## config.mk

```make
export PLATFORM = sky130hd
export DESIGN_NAME = tipi_lane
export DESIGN_NICKNAME = d
export VERILOG_FILES = /design/src/hw/rtl/tipi_pkg.sv /design/src/hw/rtl/tipi_lane.sv
export SDC_FILE = /design/constraint.sdc
export NUM_CORES = 2
export LEC_CHECK = 0
export ABC_AREA = 1
export BUFFER_PORTS_ARGS = -buffer_cell sky130_fd_sc_hd__buf_2
export CORE_MARGIN = 3
export CORE_UTILIZATION = 56
export DETAILED_ROUTE_END_ITERATION = 7
export HOLD_SLACK_MARGIN = 0.02
export PLACE_DENSITY_LB_ADDON = 0.08
export SLEW_MARGIN = 20
export SYNTH_ARGS = -nofsm -noshare
export SYNTH_HDL_FRONTEND = slang
export SYNTH_SLANG_ARGS = --single-unit
```

## constraint.sdc

```tcl
create_clock -name clk_i -period 6.9 [get_ports clk_i]
set_input_delay 1.38 -clock clk_i [delete_from_list [all_inputs] [get_ports clk_i]]
set_output_delay 1.38 -clock clk_i [all_outputs]
set_load 0.05 [all_outputs]
```

## src/hw/rtl/tipi_pkg.sv

```systemverilog
// Shared types and constants for the time indexed position interpolator.
// No dependencies; used by the top level, the division lane and the checker.
package tipi_pkg;

  // Default table depth, in fixes
  localparam int unsigned TableDepthDef = 1024;

  // Command codes
  localparam logic [1:0] CmdAppend = 2'd0;
  localparam logic [1:0] CmdQuery  = 2'd1;
  localparam logic [1:0] CmdClear  = 2'd2;

  // Result status codes
  localparam logic [2:0] StOk    = 3'd0;
  localparam logic [2:0] StNone  = 3'd1;
  localparam logic [2:0] StFull  = 3'd2;
  localparam logic [2:0] StOrder = 3'd3;
  localparam logic [2:0] StEqual = 3'd4;

  // Configuration register indexes and reset
  localparam logic RegMaxGap = 1'b0;
  localparam logic [15:0] MaxGapRst = 16'd1000;

  // One stored fix: time, east, north (north held at its 31-bit width)
  typedef struct packed {
    logic signed [31:0] t;
    logic signed [31:0] e;
    logic signed [30:0] n;
  } fix_t;

  // Work handed to a division lane
  typedef struct packed {
    logic               start;
    logic signed [32:0] delta;
    logic signed [32:0] num;
    logic        [32:0] den;
    logic signed [31:0] base;
  } lane_req_t;

  // Answer from a division lane
  typedef struct packed {
    logic               done;
    logic signed [31:0] value;
  } lane_rsp_t;

endpackage

```

## src/hw/rtl/tipi_lane.sv

```systemverilog
// One interpolation lane: base + delta * num / den, truncating, saturated.
// Registered multiply, then a bit-serial restoring divider. Uses tipi_pkg.
module tipi_lane (
  input  logic               clk_i,
  input  logic               rst_ni,
  input  tipi_pkg::lane_req_t req_i,
  output tipi_pkg::lane_rsp_t rsp_o
);
  import tipi_pkg::*;

  typedef enum logic [3:0] {
    L_IDLE = 4'b0001,
    L_MUL  = 4'b0010,
    L_DIV  = 4'b0100,
    L_FIN  = 4'b1000
  } lstate_e;

  lstate_e            state_q, state_d;
  logic        [32:0] magd_q, magn_q, den_q;
  logic signed [31:0] base_q;
  logic               neg_q;
  logic        [65:0] dq_q;
  logic        [32:0] rem_q;
  logic        [6:0]  cnt_q;
  logic               done_q;
  logic signed [31:0] value_q;

  // Division step: shift in one dividend bit, subtract where it fits
  logic [33:0] r_sh;
  logic [33:0] r_sub;
  logic        fits;
  assign r_sh  = {rem_q, dq_q[65]};
  assign r_sub = r_sh - {1'b0, den_q};
  assign fits  = (r_sh >= {1'b0, den_q});

  // Quotient clipped well past the saturation point, then signed sum
  logic        [34:0] qc;
  logic signed [35:0] sum;
  logic signed [31:0] sat;
  assign qc  = (|dq_q[65:34]) ? 35'h4_0000_0000 : {1'b0, dq_q[33:0]};
  assign sum = neg_q ? ($signed({{4{base_q[31]}}, base_q}) - $signed({1'b0, qc}))
                     : ($signed({{4{base_q[31]}}, base_q}) + $signed({1'b0, qc}));
  always_comb begin
    if (sum > 36'sd2147483647) begin
      sat = 32'sh7fff_ffff;
    end else if (sum < -36'sd2147483648) begin
      sat = 32'sh8000_0000;
    end else begin
      sat = sum[31:0];
    end
  end

  // Sequencer
  always_comb begin
    state_d = state_q;
    case (state_q)
      L_IDLE: if (req_i.start) state_d = L_MUL;
      L_MUL:  state_d = L_DIV;
      L_DIV:  if (cnt_q == 7'd65) state_d = L_FIN;
      L_FIN:  state_d = L_IDLE;
      default: state_d = L_IDLE;
    endcase
  end

  always_ff @(posedge clk_i or negedge rst_ni) begin
    if (!rst_ni) begin
      state_q <= L_IDLE;
      done_q  <= 1'b0;
    end else begin
      state_q <= state_d;
      if (state_q == L_IDLE && req_i.start) begin
        done_q <= 1'b0;
      end else if (state_q == L_FIN) begin
        done_q <= 1'b1;
      end
    end
  end

  // Datapath
  always_ff @(posedge clk_i) begin
    case (state_q)
      L_IDLE: begin
        if (req_i.start) begin
          magd_q <= req_i.delta[32] ? (33'd0 - req_i.delta) : req_i.delta;
          magn_q <= req_i.num[32] ? (33'd0 - req_i.num) : req_i.num;
          den_q  <= req_i.den;
          base_q <= req_i.base;
          neg_q  <= req_i.delta[32] ^ req_i.num[32];
        end
      end
      L_MUL: begin
        dq_q  <= magd_q * magn_q;
        rem_q <= '0;
        cnt_q <= '0;
      end
      L_DIV: begin
        rem_q <= fits ? r_sub[32:0] : r_sh[32:0];
        dq_q  <= {dq_q[64:0], fits};
        cnt_q <= cnt_q + 7'd1;
      end
      L_FIN: value_q <= sat;
      default: ;
    endcase
  end

  assign rsp_o.done  = done_q;
  assign rsp_o.value = value_q;

endmodule

```

==> impl_metrics.ini <==
[sta]
hold_viol = 0
tightest_slew_ps = 1300
setup_ws_ps = -373
slew_headroom_pct = 13.1
min_period_ps = 7270
finalMaxSlewViolations = 0
period_share_pct = 105
rsz0062_at_grt = yes
setup_viol = 44
tns_ps = -9220
skew_ps = 29.6
fmax_mhz = 137

[finish]
final_cell_mix = inv_1, nand2_1, fa_1
drive_gt1_share_pct = 17.9
final_nets = 8977
area_growth_pct = 19.7
final_common_cell = inv_1
fin_cells = 8841

[synth]
yosysSeqAreaShare_pct = 15.1
synth_fp_nets = 8453
synthArstFlopShare_pct = 1.82
synth-edff-count = 270
synth_cell_types = 56
syn_avg_cell_area_um2 = 7.75
synth_cells = 7021
synth_warnings = 0
yosys_register_bits = 275
ys.flop_type = edfxtp_1
synth_area_um2 = 54400

[outcome]
outcome = complete, but fails checks
violations = negative setup slack

[cts]
cts_root_buf = clkbuf_16
cts_tree = yes
numCtsBuffers = 38
clock-sinks = 275
cts_max_path_buffers = 3
h-tree-depth = 2
clk_latency_ps = 610
clkTransAtPathRegs_ps = 60
hold_buffers = 0

[die]
initial_core_util_pct = 56.9
fp.dieArea_um2 = 101000
placementRows = 113
dieWidth_um = 318
die_y_um = 318
core_um2 = 95700
io_pins = 167

[routing]
drc = 0
routed-via-count = 46200
routedWlPerCell_um = 19.4
dr_wl_met2_um = 80100
ant_nets = 0
maxUsedRoutingLayer = met5
first_pass_iters = 6
wl_met1_um = 69800
wl_um = 171000
met3_length_um = 13500
viasPerCell = 5.23
drtIter0Drc = 3742

[worst_hold_path]
hp-class = reg2reg

[setup_path]
cp_slowest_stage_delay_ps = 620
critPathArrivalTime_ps = 7590
cpMostUsedCell = fa_1
critPathKind = reg2reg
worstSetupStartpointType = flip-flop
worstPathMaxFanout = 6
cpMaxStageDelayCell = fa_2
required_ps = 7220
path_delay_family = adder cells
setup.worst_path.end_class = flip-flop
worstPathBufferInverterCount = 9

[global_routing]
grt_max_degree = 77
antenna_found_initial = 3
grt_usage_pct = 33.7
grt_pass1_vias = 47200
overflow = 0
grt_pass1_wl_um = 265000

[placement]
dp_cells = 8674
pre_cts_slack_ps = -592
post-dp-hpwl_um = 141000
gpl.final_weighted_congestion = 0.971
io_buffers = 166

[job]
max-cap-violations = 0
==> cell type report <==
| class | count | area [um2] |
|---|---|---|
| multi-input cells | 4493 | 39800 |
| fillers | 8110 | 30600 |
| inverters | 1941 | 7290 |
| clock buffers | 42 | 966 |
| repair buffers | 796 | 6990 |
| well taps | 1265 | 1580 |
| flip-flops and latches | 275 | 8230 |
| clock inverters | 27 | 289 |
| diodes | 2 | 5.00 |
==> sequential cells by signal, summed over array words and instances (netlist names) <==
name	cells
dq_q	66
den_q	33
magd_q	33
magn_q	33
rem_q	33
base_q	32
value_q	32
cnt_q	7
state_q	4
done_q	1
neg_q	1
==> synth_stat cells (all sizes together), types with 3 or more instances <==
cell type	instances	area (um2)
nand2	1845	6960
a31oi	17	106
a211oi	4	30.0
o21bai	20	154
a21o	22	165
inv	1939	7280
nand3	159	796
dfrtp	4	100
o211ai	5	37.5
o31ai	3	27.5
o21ai	186	935
clkbuf	292	1100
fa	960	19200
and3	3	18.8
edfxtp	270	8110
xnor2	54	473
or2	24	150
nor4	9	56.3
a21oi	171	856
o21a	3	22.5
nor2	436	1650
buf	20	145
xor2	107	937
nand3b	5	37.5
o41ai	12	113
ha	338	4230
nand4	47	300
a21boi	10	78.8
nor3	42	215
==> per-stage QoR <==
stage	hold WS, ps	util, %	instance area (um2)
2_1_floorplan	474	-	54400
6_report	515	68.1	65200
3_3_place_gp	482	63.4	60700
4_1_cts	514	66.2	63400
3_5_place_dp	499	63.4	60700
5_1_grt	559	68.1	65100
==> cells by family (layout without fill, tap and decap cells) <==
logic type	Yosys count	count (layout)	synth area share [%]
other	0	2	0
adder cells (fa/ha/maj)	1298	1298	43.1
AO/OA/AOI/OAI	460	460	4.75
flip-flops	275	275	15.1
buffers and inverters	2253	2806	15.7
XOR/XNOR	161	161	2.59
AND/OR/NAND/NOR	2574	2574	18.8
==> worst paths after layout <==
check	slack, ps	cells past startpoint	startpoint	to
max in group asynchronous	6110	1	rst_ni	state_q[0]
min in group asynchronous	580	1	rst_ni	state_q[1]
hold reg to reg	520	2	done_q	done_q
setup reg to reg	-370	27	magd_q[12]	dq_q[33]
hold / removal	520	2	done_q	done_q
setup / recovery	-370	27	magd_q[12]	dq_q[33]
==> repair_timing <==
action                     4_1_cts  5_1_grt
buffers inserted                36       58
resized for setup              304      363
pin swaps                       89      179
gates cloned                     2        7
setup endpoints to repair       48       50
==> worst min-delay path, delay by kind of cell, from the launching register on <==
family / cells / cell delay [ps]
flip-flops: 1 / 340
AO/OA/AOI/OAI: 1 / 90
buffers and inverters: 1 / 60
==> routing by layer <==
layer	vias to the layer above	GRT usage, %
met4	2	12.0
met2	1760	54.9
met1	22700	45.9
met5	-	0
met3	365	5.23
li1	21400	-
Power is not shown: default switching activity piles up to over one toggle a cycle in this logic, so the estimate is an artifact.
